**config.mk**
```make
export PLATFORM = sky130hd
export DESIGN_NAME = json_path_value_locator
export DESIGN_NICKNAME = d
export VERILOG_FILES = /design/src/hdl/jpvl_pkg.sv /design/src/hdl/json_path_value_locator.sv
export VERILOG_INCLUDE_DIRS = /design/src /design/src/hdl
export SDC_FILE = /design/constraint.sdc
export NUM_CORES = 2
export LEC_CHECK = 0
export BUFFER_PORTS_ARGS = -buffer_cell sky130_fd_sc_hd__buf_2
export CORE_MARGIN = 2
export CORE_UTILIZATION = 57
export CTS_CLUSTER_DIAMETER = 200
export CTS_CLUSTER_SIZE = 14
export DETAILED_ROUTE_END_ITERATION = 10
export GPL_TIMING_DRIVEN = 0
export PLACE_DENSITY = 0.82
export SLEW_MARGIN = 10
export SYNTH_ARGS = -nofsm -noshare
export SYNTH_HDL_FRONTEND = slang
export SYNTH_SLANG_ARGS = --single-unit
```
**constraint.sdc**
```tcl
create_clock -name i_clk -period 5.1 [get_ports i_clk]
set_clock_uncertainty 0.15 [all_clocks]
set_input_delay 1.02 -clock i_clk [delete_from_list [all_inputs] [get_ports i_clk]]
set_output_delay 1.02 -clock i_clk [all_outputs]
set_load 0.02 [all_outputs]
```
**src/hdl/json_path_value_locator_assert.svh**
```systemverilog
// Assertion macros for the path value locator
`ifndef JSON_PATH_VALUE_LOCATOR_ASSERT_SVH
`define JSON_PATH_VALUE_LOCATOR_ASSERT_SVH

`ifndef NO_ASSERTIONS
`define JPVL_ASSERT(label, prop, msg) \
    label: assert property (@(posedge i_clk) disable iff (!i_rst_n) prop) else $error(msg);
`define JPVL_ASSERT_ALWAYS(label, prop, msg) \
    label: assert property (@(posedge i_clk) prop) else $error(msg);
`else
`define JPVL_ASSERT(label, prop, msg)
`define JPVL_ASSERT_ALWAYS(label, prop, msg)
`endif

`endif

```
**src/hdl/jpvl_pkg.sv**
```systemverilog
package jpvl_pkg;

    localparam int PATH_BYTES  = 64;
    localparam int PATH_AW     = $clog2(PATH_BYTES);
    localparam int PATH_CW     = PATH_AW + 1;
    localparam int CNT_W       = 8;
    localparam int NAME_MAX    = 31;
    localparam int OFFSET_BITS = 24;
    localparam int DEPTH_BITS  = 8;
    localparam int INDEX_BITS  = 16;
    localparam int OUT_BITS    = 24;

    typedef enum logic [1:0] {
        OP_PATH   = 2'd0,
        OP_DOC    = 2'd1,
        OP_REPORT = 2'd2,
        OP_NONE   = 2'd3
    } t_op;

    typedef enum logic [1:0] {
        ST_FOUND     = 2'd0,
        ST_DOC_FAIL  = 2'd1,
        ST_PATH_FAIL = 2'd2,
        ST_UNUSED    = 2'd3
    } t_status;

    typedef enum logic [1:0] {
        OC_PENDING   = 2'd0,
        OC_FOUND     = 2'd1,
        OC_DOC_FAIL  = 2'd2,
        OC_PATH_FAIL = 2'd3
    } t_outcome;

    localparam logic [7:0] CH_QUOTE  = 8'h22;
    localparam logic [7:0] CH_BSLASH = 8'h5c;
    localparam logic [7:0] CH_DOT    = 8'h2e;
    localparam logic [7:0] CH_LBRK   = 8'h5b;
    localparam logic [7:0] CH_RBRK   = 8'h5d;
    localparam logic [7:0] CH_LBRACE = 8'h7b;
    localparam logic [7:0] CH_COLON  = 8'h3a;
    localparam logic [7:0] CH_COMMA  = 8'h2c;
    localparam logic [7:0] CH_MINUS  = 8'h2d;
    localparam logic [7:0] CH_PLUS   = 8'h2b;
    localparam logic [7:0] CH_ZERO   = 8'h30;
    localparam logic [7:0] CH_NINE   = 8'h39;
    localparam logic [7:0] CH_LOW_A  = 8'h61;
    localparam logic [7:0] CH_LOW_U  = 8'h75;
    localparam logic [7:0] CH_UP_E   = 8'h45;

    function automatic logic is_ws(input logic [7:0] b);
        return (b == 8'h20) || (b == 8'h09) || (b == 8'h0a) || (b == 8'h0d);
    endfunction

    function automatic logic is_ws_ext(input logic [7:0] b);
        return is_ws(b) || (b == 8'h0b) || (b == 8'h0c);
    endfunction

    function automatic logic is_digit(input logic [7:0] b);
        return (b >= CH_ZERO) && (b <= CH_NINE);
    endfunction

    function automatic logic is_bare(input logic [7:0] b);
        return ((b >= CH_LOW_A) && (b <= CH_LOW_U)) || ((b >= CH_MINUS) && (b <= CH_NINE))
            || (b == CH_UP_E);
    endfunction

endpackage

```
**src/hdl/json_path_value_locator.sv**
```systemverilog
// Path value locator: finds one value in a JSON document by a dotted path.
// Input channel (i_s_*): one word per cycle at most; tuser carries the op
// (path byte, document byte, end of document), tdata the raw byte.
// Output channel (o_m_*): one word per end-of-document op, carrying the
// status in tuser and the value's offset and length in tdata.
// A document byte passes through the walk and commit states, and through a key
// state as well while a key is compared (one read of the path memory); the byte
// that ends a skipped bare value is walked again. The first document byte, or an
// end of document with no document bytes, first scans the path memory: the syntax
// check reads each path byte, reading again the byte that ends each name at a dot
// or bracket, then the first segment is read (leading dots and closing delimiter
// included). Each later segment is scanned the same way as it is reached.
// The path sits in a 64 x 8 synchronous memory with one registered read port.
// Reset (synchronous, active low) clears the walk and the path length; no
// clearing pass runs. The report also returns the block to that state. While
// the receiver stalls, the result is held in the output register and input
// words are still taken, until a second report waits.
`include "json_path_value_locator_assert.svh"

module json_path_value_locator (
    input  logic        i_clk,
    input  logic        i_rst_n,
    input  logic        i_s_tvalid,
    output logic        o_s_tready,
    input  logic [7:0]  i_s_tdata,   // [7:0] byte_value
    input  logic [1:0]  i_s_tuser,   // [1:0] op
    output logic        o_m_tvalid,
    input  logic        i_m_tready,
    output logic [47:0] o_m_tdata,   // [23:0] value_start, [47:24] value_length
    output logic [1:0]  o_m_tuser    // [1:0] status
);

    localparam int AW = jpvl_pkg::PATH_AW;
    localparam int CW = jpvl_pkg::PATH_CW;
    localparam int OW = jpvl_pkg::OFFSET_BITS;
    localparam int DW = jpvl_pkg::DEPTH_BITS;
    localparam int IW = jpvl_pkg::INDEX_BITS;
    localparam int KW = jpvl_pkg::CNT_W;

    typedef enum logic [3:0] {
        S_IDLE, S_PC_RD, S_PC_USE, S_BS_RD, S_BS_USE, S_WALK, S_WALK_KEY, S_COMMIT, S_REPORT
    } t_state;

    typedef enum logic [3:0] {
        W_IDLE, W_OBJ_OPEN, W_ARR_OPEN, W_KEY_OPEN, W_KEY_MATCH, W_KEY_REST, W_COLON_SKIP,
        W_COLON_HIT, W_VAL_WS, W_VAL_CONT, W_VAL_CSTR, W_VAL_STR, W_VAL_BARE, W_COMMA_OBJ,
        W_COMMA_ARR, W_DONE
    } t_walk;

    typedef enum logic [1:0] {T_OBJ, T_ARR, T_GET, T_NONE} t_target;
    typedef enum logic [1:0] {PC_SEG, PC_BRK, PC_NAME, PC_NONE} t_pc_mode;
    typedef enum logic [2:0] {BS_DOTS, BS_NAME, BS_IDX_WS, BS_IDX_DIG, BS_IDX_REST} t_bs_mode;

    logic [7:0] mem [jpvl_pkg::PATH_BYTES];
    logic [7:0] r_rdata;
    logic       w_we;
    logic [AW-1:0] w_waddr, w_raddr;

    t_state   r_state, n_state;
    t_walk    r_walk, n_walk;
    t_target  r_target, n_target;
    jpvl_pkg::t_outcome r_outcome, n_outcome;
    t_pc_mode r_pc_mode, n_pc_mode;
    t_bs_mode r_bs_mode, n_bs_mode;
    logic          r_pc_ret, n_pc_ret;
    logic          r_bs_ret, n_bs_ret;
    logic          r_neg, n_neg;
    logic [CW-1:0] r_len, n_len, r_cursor, n_cursor, r_seg_end, n_seg_end;
    logic [CW-1:0] r_match, n_match, r_pos, n_pos;
    logic [KW-1:0] r_cnt, n_cnt;
    logic [IW-1:0] r_idx, n_idx, r_skip, n_skip;
    logic [OW-1:0] r_offset, n_offset, r_found_start, n_found_start;
    logic [OW-1:0] r_found_len, n_found_len;
    logic [DW-1:0] r_nest, n_nest;
    logic [7:0]    r_open, n_open, r_prior, n_prior, r_byte, n_byte;
    logic [1:0]    r_op, n_op;
    logic          r_out_valid, n_out_valid;
    logic [1:0]    r_out_status, n_out_status;
    logic [jpvl_pkg::OUT_BITS-1:0] r_out_start, n_out_start, r_out_len, n_out_len;

    logic [7:0]    w_d;
    logic [IW+3:0] w_idx_next;
    logic          w_qend;

    assign w_d        = r_rdata - jpvl_pkg::CH_ZERO;
    assign w_idx_next = {4'b0, r_idx} * (IW + 4)'(10) + (IW + 4)'(w_d[3:0]);
    assign w_qend     = (r_byte == jpvl_pkg::CH_QUOTE) && (r_prior != jpvl_pkg::CH_BSLASH);

    always_ff @(posedge i_clk) begin
        if (w_we) mem[w_waddr] <= i_s_tdata;
        r_rdata <= mem[w_raddr];
    end

    always_comb begin
        logic          v_fail, v_finish, v_bs, v_reread, v_key, v_pc_end, v_pc_ok;
        logic          v_bs_idx;
        logic [OW-1:0] v_end;
        logic [IW-1:0] v_skip;
        n_state = r_state;         n_walk = r_walk;           n_target = r_target;
        n_outcome = r_outcome;     n_pc_mode = r_pc_mode;     n_bs_mode = r_bs_mode;
        n_pc_ret = r_pc_ret;       n_bs_ret = r_bs_ret;       n_neg = r_neg;
        n_len = r_len;             n_cursor = r_cursor;       n_seg_end = r_seg_end;
        n_match = r_match;         n_pos = r_pos;             n_cnt = r_cnt;
        n_idx = r_idx;             n_skip = r_skip;           n_offset = r_offset;
        n_found_start = r_found_start;                        n_found_len = r_found_len;
        n_nest = r_nest;           n_open = r_open;           n_prior = r_prior;
        n_byte = r_byte;           n_op = r_op;
        n_out_valid = r_out_valid && !i_m_tready;
        n_out_status = r_out_status; n_out_start = r_out_start; n_out_len = r_out_len;
        w_we = 1'b0;
        w_waddr = r_len[AW-1:0];
        w_raddr = r_pos[AW-1:0];
        v_fail = 1'b0; v_finish = 1'b0; v_bs = 1'b0; v_reread = 1'b0; v_key = 1'b0;
        v_pc_end = 1'b0; v_pc_ok = 1'b0; v_bs_idx = 1'b0;
        v_end = r_offset;
        v_skip = r_skip;

        case (r_state)
            S_IDLE: begin
                if (i_s_tvalid) begin
                    n_byte = i_s_tdata;
                    n_op = i_s_tuser;
                    case (jpvl_pkg::t_op'(i_s_tuser))
                        jpvl_pkg::OP_PATH: begin
                            if (r_walk == W_IDLE && r_outcome == jpvl_pkg::OC_PENDING) begin
                                if (r_len < CW'(jpvl_pkg::PATH_BYTES)) begin
                                    w_we = 1'b1;
                                    n_len = r_len + CW'(1);
                                end else begin
                                    n_outcome = jpvl_pkg::OC_PATH_FAIL;
                                end
                            end
                        end
                        jpvl_pkg::OP_DOC: begin
                            if (r_outcome == jpvl_pkg::OC_PENDING) begin
                                if (&r_offset) begin
                                    n_outcome = jpvl_pkg::OC_DOC_FAIL;
                                    n_walk = W_DONE;
                                end else if (r_walk == W_IDLE) begin
                                    n_pos = '0; n_pc_mode = PC_SEG; n_pc_ret = 1'b0;
                                    n_state = S_PC_RD;
                                end else begin
                                    n_state = S_WALK;
                                end
                            end
                        end
                        jpvl_pkg::OP_REPORT: begin
                            if (r_outcome == jpvl_pkg::OC_PENDING && r_walk == W_IDLE) begin
                                n_pos = '0; n_pc_mode = PC_SEG; n_pc_ret = 1'b1;
                                n_state = S_PC_RD;
                            end else begin
                                if (r_outcome == jpvl_pkg::OC_PENDING) begin
                                    if (r_walk == W_VAL_BARE && r_target == T_GET) begin
                                        n_found_len = r_offset - r_found_start;
                                        n_outcome = jpvl_pkg::OC_FOUND;
                                    end else begin
                                        n_outcome = jpvl_pkg::OC_DOC_FAIL;
                                    end
                                end
                                n_state = S_REPORT;
                            end
                        end
                        default: ;
                    endcase
                end
            end

            // path syntax check
            S_PC_RD: begin
                if (r_pos >= r_len) begin
                    v_pc_end = 1'b1;
                    v_pc_ok = (r_pc_mode != PC_BRK);
                end else begin
                    n_state = S_PC_USE;
                end
            end
            S_PC_USE: begin
                n_state = S_PC_RD;
                case (r_pc_mode)
                    PC_SEG: begin
                        n_pos = r_pos + CW'(1);
                        if (r_rdata == jpvl_pkg::CH_LBRK) begin
                            n_pc_mode = PC_BRK; n_cnt = '0;
                        end else if (r_rdata != jpvl_pkg::CH_DOT) begin
                            n_pc_mode = PC_NAME; n_cnt = KW'(1);
                        end
                    end
                    PC_BRK: begin
                        n_pos = r_pos + CW'(1);
                        if (r_rdata == jpvl_pkg::CH_RBRK) begin
                            n_pc_mode = PC_SEG;
                        end else if (r_cnt >= KW'(jpvl_pkg::NAME_MAX)) begin
                            v_pc_end = 1'b1;
                        end else begin
                            n_cnt = r_cnt + KW'(1);
                        end
                    end
                    default: begin
                        if (r_rdata == jpvl_pkg::CH_LBRK || r_rdata == jpvl_pkg::CH_DOT) begin
                            n_pc_mode = PC_SEG;
                        end else if (r_cnt >= KW'(jpvl_pkg::NAME_MAX)) begin
                            v_pc_end = 1'b1;
                        end else begin
                            n_cnt = r_cnt + KW'(1);
                            n_pos = r_pos + CW'(1);
                        end
                    end
                endcase
            end

            // segment scan
            S_BS_RD: begin
                if (r_pos >= r_len) begin
                    case (r_bs_mode)
                        BS_DOTS: begin
                            n_target = T_GET; n_walk = W_VAL_WS;
                        end
                        BS_NAME: begin
                            n_seg_end = r_pos; n_walk = W_OBJ_OPEN;
                        end
                        default: begin
                            n_skip = r_neg ? '0 : r_idx;
                            n_seg_end = r_pos; n_walk = W_ARR_OPEN;
                        end
                    endcase
                    n_state = r_bs_ret ? S_WALK : S_COMMIT;
                end else begin
                    n_state = S_BS_USE;
                end
            end
            S_BS_USE: begin
                n_state = S_BS_RD;
                n_pos = r_pos + CW'(1);
                case (r_bs_mode)
                    BS_DOTS: begin
                        if (r_rdata == jpvl_pkg::CH_LBRK) begin
                            n_bs_mode = BS_IDX_WS; n_neg = 1'b0; n_idx = '0;
                        end else if (r_rdata != jpvl_pkg::CH_DOT) begin
                            n_bs_mode = BS_NAME; n_cursor = r_pos;
                        end
                    end
                    BS_NAME: begin
                        if (r_rdata == jpvl_pkg::CH_LBRK || r_rdata == jpvl_pkg::CH_DOT) begin
                            n_seg_end = r_pos; n_walk = W_OBJ_OPEN;
                            n_state = r_bs_ret ? S_WALK : S_COMMIT;
                        end
                    end
                    default: v_bs_idx = 1'b1;
                endcase
                if (v_bs_idx) begin
                    if (r_rdata == jpvl_pkg::CH_RBRK) begin
                        n_skip = r_neg ? '0 : r_idx;
                        n_seg_end = r_pos + CW'(1); n_walk = W_ARR_OPEN;
                        n_state = r_bs_ret ? S_WALK : S_COMMIT;
                    end else if (r_bs_mode == BS_IDX_WS) begin
                        if (jpvl_pkg::is_ws_ext(r_rdata)) begin
                            n_bs_mode = BS_IDX_WS;
                        end else if (r_rdata == jpvl_pkg::CH_MINUS ||
                                     r_rdata == jpvl_pkg::CH_PLUS) begin
                            n_neg = (r_rdata == jpvl_pkg::CH_MINUS);
                            n_bs_mode = BS_IDX_DIG;
                        end else if (jpvl_pkg::is_digit(r_rdata)) begin
                            n_idx = IW'(w_d[3:0]);
                            n_bs_mode = BS_IDX_DIG;
                        end else begin
                            n_bs_mode = BS_IDX_REST;
                        end
                    end else if (r_bs_mode == BS_IDX_DIG) begin
                        if (jpvl_pkg::is_digit(r_rdata)) begin
                            n_idx = (w_idx_next > (IW + 4)'({IW{1'b1}})) ? {IW{1'b1}}
                                                                          : w_idx_next[IW-1:0];
                        end else begin
                            n_bs_mode = BS_IDX_REST;
                        end
                    end
                end
            end

            S_WALK: begin
                case (r_walk)
                    W_OBJ_OPEN: if (!jpvl_pkg::is_ws(r_byte)) begin
                        if (r_byte == jpvl_pkg::CH_LBRACE) n_walk = W_KEY_OPEN;
                        else v_fail = 1'b1;
                    end
                    W_ARR_OPEN: if (!jpvl_pkg::is_ws(r_byte)) begin
                        if (r_byte != jpvl_pkg::CH_LBRK) v_fail = 1'b1;
                        else if (r_skip == '0) v_bs = 1'b1;
                        else begin n_target = T_ARR; n_walk = W_VAL_WS; end
                    end
                    W_KEY_OPEN: if (!jpvl_pkg::is_ws(r_byte)) begin
                        if (r_byte == jpvl_pkg::CH_QUOTE) begin
                            n_match = r_cursor; n_walk = W_KEY_MATCH;
                        end else v_fail = 1'b1;
                    end
                    W_KEY_MATCH: begin
                        if (r_match < r_seg_end) v_key = 1'b1;
                        else n_walk = (r_byte == jpvl_pkg::CH_QUOTE) ? W_COLON_HIT : W_KEY_REST;
                    end
                    W_KEY_REST: if (w_qend) n_walk = W_COLON_SKIP;
                    W_COLON_SKIP: if (!jpvl_pkg::is_ws(r_byte)) begin
                        if (r_byte == jpvl_pkg::CH_COLON) begin
                            n_target = T_OBJ; n_walk = W_VAL_WS;
                        end else v_fail = 1'b1;
                    end
                    W_COLON_HIT: if (!jpvl_pkg::is_ws(r_byte)) begin
                        if (r_byte == jpvl_pkg::CH_COLON) v_bs = 1'b1;
                        else v_fail = 1'b1;
                    end
                    W_VAL_WS: if (!jpvl_pkg::is_ws(r_byte)) begin
                        if (r_target == T_GET) n_found_start = r_offset;
                        if (r_byte == jpvl_pkg::CH_LBRACE || r_byte == jpvl_pkg::CH_LBRK) begin
                            n_open = r_byte; n_nest = '0; n_walk = W_VAL_CONT;
                        end else if (r_byte == jpvl_pkg::CH_QUOTE) n_walk = W_VAL_STR;
                        else n_walk = W_VAL_BARE;
                    end
                    W_VAL_CONT: begin
                        if (r_byte == jpvl_pkg::CH_QUOTE) n_walk = W_VAL_CSTR;
                        else if (r_byte == r_open + 8'd2) begin
                            if (r_nest == '0) begin
                                v_finish = 1'b1; v_end = r_offset + OW'(1);
                            end else n_nest = r_nest - DW'(1);
                        end else if (r_byte == r_open) begin
                            if (&r_nest) v_fail = 1'b1;
                            else n_nest = r_nest + DW'(1);
                        end
                    end
                    W_VAL_CSTR: if (w_qend) n_walk = W_VAL_CONT;
                    W_VAL_STR: if (w_qend) begin
                        v_finish = 1'b1; v_end = r_offset + OW'(1);
                    end
                    W_VAL_BARE: if (!jpvl_pkg::is_bare(r_byte)) begin
                        // unless this is the value sought, the terminating byte is read again as the next token
                        v_finish = 1'b1; v_reread = 1'b1;
                    end
                    W_COMMA_OBJ: if (!jpvl_pkg::is_ws(r_byte)) begin
                        if (r_byte == jpvl_pkg::CH_COMMA) n_walk = W_KEY_OPEN;
                        else v_fail = 1'b1;
                    end
                    W_COMMA_ARR: if (!jpvl_pkg::is_ws(r_byte)) begin
                        if (r_byte != jpvl_pkg::CH_COMMA) v_fail = 1'b1;
                        else begin
                            v_skip = (r_skip != '0) ? r_skip - IW'(1) : r_skip;
                            n_skip = v_skip;
                            if (v_skip == '0) v_bs = 1'b1;
                            else begin n_target = T_ARR; n_walk = W_VAL_WS; end
                        end
                    end
                    default: ;
                endcase
                if (v_finish) begin
                    if (r_target == T_GET) begin
                        n_found_len = v_end - r_found_start;
                        n_outcome = jpvl_pkg::OC_FOUND;
                        n_walk = W_DONE;
                        v_reread = 1'b0;
                    end else begin
                        n_walk = (r_target == T_OBJ) ? W_COMMA_OBJ : W_COMMA_ARR;
                    end
                end
                if (v_fail) begin
                    n_outcome = jpvl_pkg::OC_DOC_FAIL;
                    n_walk = W_DONE;
                end
                if (v_key) begin
                    w_raddr = r_match[AW-1:0];
                    n_state = S_WALK_KEY;
                end else if (v_bs) begin
                    n_pos = r_seg_end; n_bs_mode = BS_DOTS; n_bs_ret = 1'b0;
                    n_state = S_BS_RD;
                end else if (!v_reread) begin
                    n_state = S_COMMIT;
                end
            end

            S_WALK_KEY: begin
                if (r_byte == r_rdata) n_match = r_match + CW'(1);
                else if (w_qend) n_walk = W_COLON_SKIP;
                else n_walk = W_KEY_REST;
                n_state = S_COMMIT;
            end

            S_COMMIT: begin
                n_prior = r_byte;
                n_offset = r_offset + OW'(1);
                n_state = S_IDLE;
            end

            S_REPORT: begin
                if (!r_out_valid || i_m_tready) begin
                    n_out_valid = 1'b1;
                    if (r_outcome == jpvl_pkg::OC_FOUND) begin
                        n_out_status = jpvl_pkg::ST_FOUND;
                        n_out_start = r_found_start;
                        n_out_len = r_found_len;
                    end else begin
                        n_out_status = (r_outcome == jpvl_pkg::OC_PATH_FAIL)
                                     ? jpvl_pkg::ST_PATH_FAIL : jpvl_pkg::ST_DOC_FAIL;
                        n_out_start = '0;
                        n_out_len = '0;
                    end
                    // back to the state after reset
                    n_len = '0; n_cursor = '0; n_seg_end = '0; n_match = '0;
                    n_walk = W_IDLE; n_target = T_OBJ; n_outcome = jpvl_pkg::OC_PENDING;
                    n_offset = '0; n_found_start = '0; n_found_len = '0;
                    n_skip = '0; n_nest = '0; n_open = '0; n_prior = '0;
                    n_state = S_IDLE;
                end
            end

            default: n_state = S_IDLE;
        endcase

        if (v_pc_end) begin
            if (r_pc_ret) begin
                n_outcome = v_pc_ok ? jpvl_pkg::OC_DOC_FAIL : jpvl_pkg::OC_PATH_FAIL;
                n_state = S_REPORT;
            end else if (v_pc_ok) begin
                n_seg_end = '0; n_pos = '0; n_bs_mode = BS_DOTS; n_bs_ret = 1'b1;
                n_state = S_BS_RD;
            end else begin
                n_outcome = jpvl_pkg::OC_PATH_FAIL;
                n_state = S_IDLE;
            end
        end
    end

    always_ff @(posedge i_clk) begin
        if (!i_rst_n) begin
            r_state <= S_IDLE;       r_walk <= W_IDLE;        r_target <= T_OBJ;
            r_outcome <= jpvl_pkg::OC_PENDING;
            r_pc_mode <= PC_SEG;     r_bs_mode <= BS_DOTS;
            r_pc_ret <= 1'b0;        r_bs_ret <= 1'b0;        r_neg <= 1'b0;
            r_len <= '0;             r_cursor <= '0;          r_seg_end <= '0;
            r_match <= '0;           r_pos <= '0;             r_cnt <= '0;
            r_idx <= '0;             r_skip <= '0;            r_offset <= '0;
            r_found_start <= '0;     r_found_len <= '0;       r_nest <= '0;
            r_open <= '0;            r_prior <= '0;           r_out_valid <= 1'b0;
        end else begin
            r_state <= n_state;      r_walk <= n_walk;        r_target <= n_target;
            r_outcome <= n_outcome;
            r_pc_mode <= n_pc_mode;  r_bs_mode <= n_bs_mode;
            r_pc_ret <= n_pc_ret;    r_bs_ret <= n_bs_ret;    r_neg <= n_neg;
            r_len <= n_len;          r_cursor <= n_cursor;    r_seg_end <= n_seg_end;
            r_match <= n_match;      r_pos <= n_pos;          r_cnt <= n_cnt;
            r_idx <= n_idx;          r_skip <= n_skip;        r_offset <= n_offset;
            r_found_start <= n_found_start; r_found_len <= n_found_len; r_nest <= n_nest;
            r_open <= n_open;        r_prior <= n_prior;      r_out_valid <= n_out_valid;
        end
        r_byte <= n_byte;
        r_op <= n_op;
        r_out_status <= n_out_status;
        r_out_start <= n_out_start;
        r_out_len <= n_out_len;
    end

    assign o_s_tready = (r_state == S_IDLE);
    assign o_m_tvalid = r_out_valid;
    assign o_m_tdata  = {r_out_len, r_out_start};
    assign o_m_tuser  = r_out_status;

    `JPVL_ASSERT(a_len_bound, r_len <= CW'(jpvl_pkg::PATH_BYTES), "path length overran")
    `JPVL_ASSERT(a_done_decided, r_walk == W_DONE |-> r_outcome != jpvl_pkg::OC_PENDING, "no outcome")
    `JPVL_ASSERT(a_fail_zero, o_m_tvalid && o_m_tuser != jpvl_pkg::ST_FOUND |-> o_m_tdata == '0, "data")
    `JPVL_ASSERT(a_match_bound, r_walk == W_KEY_MATCH |-> r_match <= r_seg_end, "key compare overran")
    `JPVL_ASSERT(a_walk_op, r_state == S_WALK |-> r_op == jpvl_pkg::OP_DOC, "walk started by wrong op")

endmodule
```
After elaboration in Yosys (flattened, before gate mapping) --
Memories as Yosys holds them, arrays and structs flattened. A register that Yosys moved wholly into a read port is not among the register bits. Index checks and enable logic that the tools add are counted.
Cells by class: multiply operators 1, eq/ne operators 148, magnitude comparators 11, $add $sub $neg 13, reduce and logical (&&, ||, !) cells 67, mux-type cells 307
Operators by type and width (number):
- 24-bit two-way mux | 16
- 16-bit two-way mux | 21
- 7-bit two-way mux | 35
- 4-bit two-way mux | 44
- 24-bit case mux with 2 select lines | 3
- 8-bit two-way mux | 16
- 5-bit != test, second input constant | 20
- 2-bit two-way mux | 43
- 8-bit case mux with 2 select lines | 5
- 1-bit two-way mux | 74
- 24-bit case mux with 3 select lines | 1
- 8-bit by 4-bit == test with 1-bit output, second input constant | 8
- 8-bit by 6-bit == test with 1-bit output, second input constant | 8
- 16-bit case mux with 4 select lines | 1
- 3-bit two-way mux | 21
- 3-bit != test, second input constant | 20
- 2-bit != test, second input constant | 27
- 24-bit subtractor | 2
- 4-bit case mux with 11 select lines | 1
- 7-bit case mux with 2 select lines | 3
- 7-bit case mux with 3 select lines | 2
- 8-bit by 7-bit == test with 1-bit output, second input constant | 5
- 4-bit by 3-bit == test with 1-bit output, second input constant | 8
- 4-bit == test, second input constant | 8
- other kinds (69) | 155
Storage, ports and cells: register bits 250, memories kept 1, memory bits (writable) 512, word-level logic and storage cells 576
Memories:
- mem | words 64, bits a word 8, rd ports 1, clocked after memory_dff 1, wr ports 1, RTL line json_path_value_locator.sv:54 | logic [7:0] mem [jpvl_pkg::PATH_BYTES];

Logic depth before layout (Yosys ltp) --
depth in word-level cells 14, gate-level depth with buffers 22

Worst setup path before layout --
OpenSTA, ideal clock, no wires.
path type register -> register, start point reg r_byte[5], end point reg r_found_len[23], cell stages (with the launch flop) 22, path buffers 2, arrival 4.730 ns, setup slack 0.158 ns, data required time 4.888 ns, cells stage by stage edfxtp_1 buf_4 xnor2_1 or3_1 a211o_1 nor4b_4 clkbuf_1 nand2_1 xor2_1 o32ai_1 a22o_1 ha_1 a21o_1 a21o_1 a21o_1 a221oi_1 o21ai_0 a221o_1 a211oi_1 nor3b_1 nand2_1 nand3_1
Between the ends: word-level cells in the longest chain between the ends 9
RTL lines:
- start: declaration | RTL line json_path_value_locator.sv:75 | logic [7:0] r_open, n_open, r_prior, n_prior, r_byte, n_byte;
- start signal: assignment | RTL line json_path_value_locator.sv:449 | r_byte <= n_byte;
- 8-bit == test, or another cell as far along | RTL line json_path_value_locator.sv:318 | else if (r_byte == r_open + 8'd2) begin
- 24-bit two-way mux, or another cell as far along | RTL line json_path_value_locator.sv:318
- 24-bit two-way mux, or another cell as far along | RTL line json_path_value_locator.sv:317 | if (r_byte == jpvl_pkg::CH_QUOTE) n_walk = W_VAL_CSTR;
- 24-bit case mux with 2 select lines or 1-bit logical OR (tied branches) | RTL line json_path_value_locator.sv:280, jpvl_pkg.sv:64
- 24-bit two-way mux or 1-bit two-way mux (tied branches) | RTL line json_path_value_locator.sv:118, json_path_value_locator.sv:331
- 24-bit subtractor or 1-bit case mux with 3 select lines (tied branches) | RTL line json_path_value_locator.sv:352, json_path_value_locator.sv:280
- 24-bit two-way mux or 1-bit two-way mux (tied branches) | RTL line json_path_value_locator.sv:351, json_path_value_locator.sv:118
- 24-bit two-way mux or 2-bit != test (tied branches)
- 24-bit case mux with 3 select lines or 9-bit AND reduction (tied branches)
- end signal: assignment | RTL line json_path_value_locator.sv:446 | r_found_start <= n_found_start; r_found_len <= n_found_len; r_nest <= n_nest;
- end: declaration | RTL line json_path_value_locator.sv:73 | logic [OW-1:0] r_found_len, n_found_len;
Several ways; a longest one is shown, not always the timed one. The select of a mux whose other input is x is not followed. A chain may end at the register's enable or synchronous reset.

Worst setup path in the final report --
start point reg r_match[1], end point reg r_rdata[3], read port of mem
Between the ends: word-level cells in the longest chain between the ends 6
RTL lines:
- start: declaration | RTL line json_path_value_locator.sv:69 | logic [CW-1:0] r_match, n_match, r_pos, n_pos;
- start signal: assignment | RTL line json_path_value_locator.sv:444 | r_match <= n_match; r_pos <= n_pos; r_cnt <= n_cnt;
- 7-bit < comparator | RTL line json_path_value_locator.sv:296 | if (r_match < r_seg_end) v_key = 1'b1;
- 1-bit two-way mux | RTL line json_path_value_locator.sv:296
- 1-bit two-way mux | RTL line json_path_value_locator.sv:280 | case (r_walk)
- 1-bit two-way mux | RTL line json_path_value_locator.sv:118 | case (r_state)
- 6-bit two-way mux (*) | RTL line json_path_value_locator.sv:364 | if (v_key) begin
- 6-bit two-way mux (*) | RTL line json_path_value_locator.sv:118
- end: declaration | RTL line json_path_value_locator.sv:55 | logic [7:0] r_rdata;
Mark *: on every way between the ends. The rest lies on a longest branch, timed or not. The select of a mux whose other input is x is not followed.

==> results.cfg <==
[run_status]
status = finished clean

[synth]
syn_avg_cell_area_sq_um = 10.2
synth_flop_cell = edfxtp_1
yosys_warnings = 0
synth-edff-count = 570
ys_async_sr_fraction_pct = 0
synth.cell_area_sq_um = 38300
synth.area.top_cells = edfxtp_1, dfxtp_1, nand2_1
synth.net_count = 3859
yosysMostFrequentCell = nand2_1
yosys.area.top_type = edfxtp_1
ys_types = 93
ys_ff_latch = 770
postSynthCellCount = 3756
ys_seq_area_share_pct = 55.2
synthTopCellsByCount = nand2_1, edfxtp_1, nand3_1, nor2_1, dfxtp_1
synth_top_area_share_pct = 44.7

[die]
die-area_sq_um = 69300
ioPinCount = 66
dieWidth_microns = 263
initial_core_util_pct = 57.3
die_h_microns = 263
num_rows = 95
fp.coreArea_sq_um = 66800

[finish]
diodes = 0
fin_util_pct = 62.9
finish.instance_area_sq_um = 42000
drive_above_1_share_pct = 7.94
multi_input_area_sq_um = 16000
final.fill_count = 5274
ff_latch_area_sq_um = 21100
area_delta_synth_final_pct = 9.73
layout.nets = 4011
stdcell_count = 4815

[drt]
ant_nets = 0
dr_wl_met2_microns = 52100
wl_met3_microns = 10000
drtPass1Iterations = 8
drt_iter0_markers = 3840
dr_total_vias = 31100
drc_errors = 0
via_per_inst = 6.45
routed.top_layer = met5
wl_met1_microns = 41600
drt-wirelength-per-cell_microns = 22.7
wirelength_microns = 109000

[place]
dpl.hpwl_microns = 74900
place.port_buffers = 65
globalplace.congestion = 0.978
placedCellCount = 4697
postPlaceCellArea_sq_um = 39800
pre_cts_ws_ps = -853

[clocking]
cts_buffers = 60
numClockSinks = 770
cts_root_buffer = clkbuf_16
clock_path_buffers = 3
clock_latency_ps = 680
htree_levels = 2
path_clk_slew_ps = 70
cts_tree = built

[worst_hold_path]
min_from = r_found_len[5]$_SDFFE_PN0P_
hold_class = flip-flop to flip-flop

[timing]
slew_headroom_pct = 17.9
slew_viol_final = 0
setup-violations-final = 0
fin_crit_ps = 5030
tightestPinTransition_ps = 1230
hold_viol_final = 0
fin_crit_sh_pct = 98.6
layout_setup_ws_ps = 73.7
rsz0062_at_grt = yes
fmax_ghz = 0.199

[critical_path]
critical_path_required_ps = 5510
r2r-start = r_match[1]$_SDFFE_PN0P_
crit_path_start = r_match[1]$_SDFFE_PN0P_
arrival_ps = 5430
crit_path_cell_trace = ha_1, a21o_1, a211oi_1, o21a_1, mux2i_2, buf_6, clkbuf_1, clkbuf_1, nand3_1, nand4_1, o21ai_0, o221a_2
crit_fanout = 10
max_stage_delay_ps = 600
cp_slowest_cell = clkbuf_1
cp_common_cell = clkbuf_1
critPathKind = flip-flop to flip-flop
cp-start-kind = flip-flop
crit_path_end_kind = flip-flop

[power]
seqPwrFrac_pct = 42.6
p_switching_mw = 6.03
p_clk_share_pct = 26.2
powerDensity_nw_per_um2 = 397
swShare_pct = 36.1
p_total_mw = 16.7
ir_worst_vdd_mv = 0.377
comb_power_share_pct = 31.2
intPower_mw = 10.7
p_leak_nw = 14.9

[global_routing]
antenna_found_initial = 2
grt_util_all_layers_pct = 30.7
first_global_vias = 29300
grt_remaining_overflow = 0
grt_max_degree = 66
grt_pass1_wl_microns = 166000

[run]
max_cap_viol_count = 0
-- power groups by stage --
| stage | clock network, mW | registers [mW] | logic, mW |
|---|---|---|---|
| 6_report | 4.37 | 7.10 | 5.22 |
| 5_1_grt | 4.59 | 7.12 | 5.58 |
| 4_1_cts | 4.39 | 7.10 | 4.99 |
| 3_5_place_dp | 0 | 7.22 | 4.95 |
| 3_3_place_gp | 0 | 7.21 | 4.88 |
| 2_1_floorplan | 0 | 7.16 | 3.32 |
-- final timing paths --
path	end	slack (ps)	cells past startpoint
max reg2reg	r_rdata[3]$_DFF_P_	70	12
max	r_rdata[3]$_DFF_P_	70	12
min reg2reg	r_found_len[5]$_SDFFE_PN0P_	310	2
min	r_found_len[5]$_SDFFE_PN0P_	310	2
-- routing by layer --
layer	global-route usage [%]	vias up
li1	-	14100
met1	39.5	14800
met2	51.4	1797
met3	3.94	323
met4	15.5	4
met5	0	-
-- critical path, delay by kind of cell, from the launching register on --
family / cells / cell delay (ps)
AO/OA/AOI/OAI: 5 / 1620
buffers and inverters: 3 / 1400
flip-flops: 1 / 560
multiplexers: 1 / 470
AND/OR/NAND/NOR: 2 / 410
adder cells (fa/ha/maj): 1 / 320
-- timing repair --
item	4_1_cts	5_1_grt
endpoints found under the setup margin	16	11
buffers inserted	7	20
hold endpoints to repair	0	0
gates resized for setup	27	56
pin swaps	2	23
cloned	0	0
hold buffers	0	0
-- layout by cell type, fill, tap and decap left out, types with 50 or more instances in the layout --
master       n
a21boi_0    74
a21oi_1    151
buf_2       97
clkbuf_1   202
clkbuf_16   60
dfxtp_1    198
edfxtp_1   570
ha_1        75
inv_1      139
mux2i_1     53
nand2_1    575
nand3_1    255
nand4_1     80
nor2_1     232
nor2b_1     57
nor3_1      85
o211ai_1   146
o21ai_0    127
xnor2_1     50
-- logic make-up after synthesis --
kind of cell | share of synthesized area [%]
XOR/XNOR | 2.15
AND/OR/NAND/NOR | 18.9
AO/OA/AOI/OAI | 15.1
adder cells (fa/ha/maj) | 2.99
multiplexers | 1.79
buffers and inverters | 3.92
flip-flops | 55.2
-- layout make-up --
cell class / count / share of cell area (%)
Sequential cell: 770 / 50.3
Clock buffer: 93 / 3.87
Timing Repair Buffer: 95 / 1.46
Clock inverter: 3 / 0.191
Multi-Input combinational cell: 2603 / 38.0
Buffer: 234 / 2.30
Inverter: 144 / 1.29
Tap cell: 873 / 2.60
-- registers in the layout, indices dropped and copies added (netlist names), 16 cells and up --
| name | cells |
|---|---|
| r_out_start | 24 |
| r_found_len | 24 |
| r_skip | 16 |
| r_offset | 24 |
| r_idx | 16 |
| r_found_start | 24 |
| r_out_len | 24 |
| mem | 512 |
-- per-stage QoR --
step	setup TNS (ps)	hold slack, ps
after floorplan	0	276
after global placement	-10760	291
after detailed placement	-7530	305
after CTS	0	313
after global routing	-191	336
final	0	311
No activity file was read; power rests on OpenSTA's default activity.
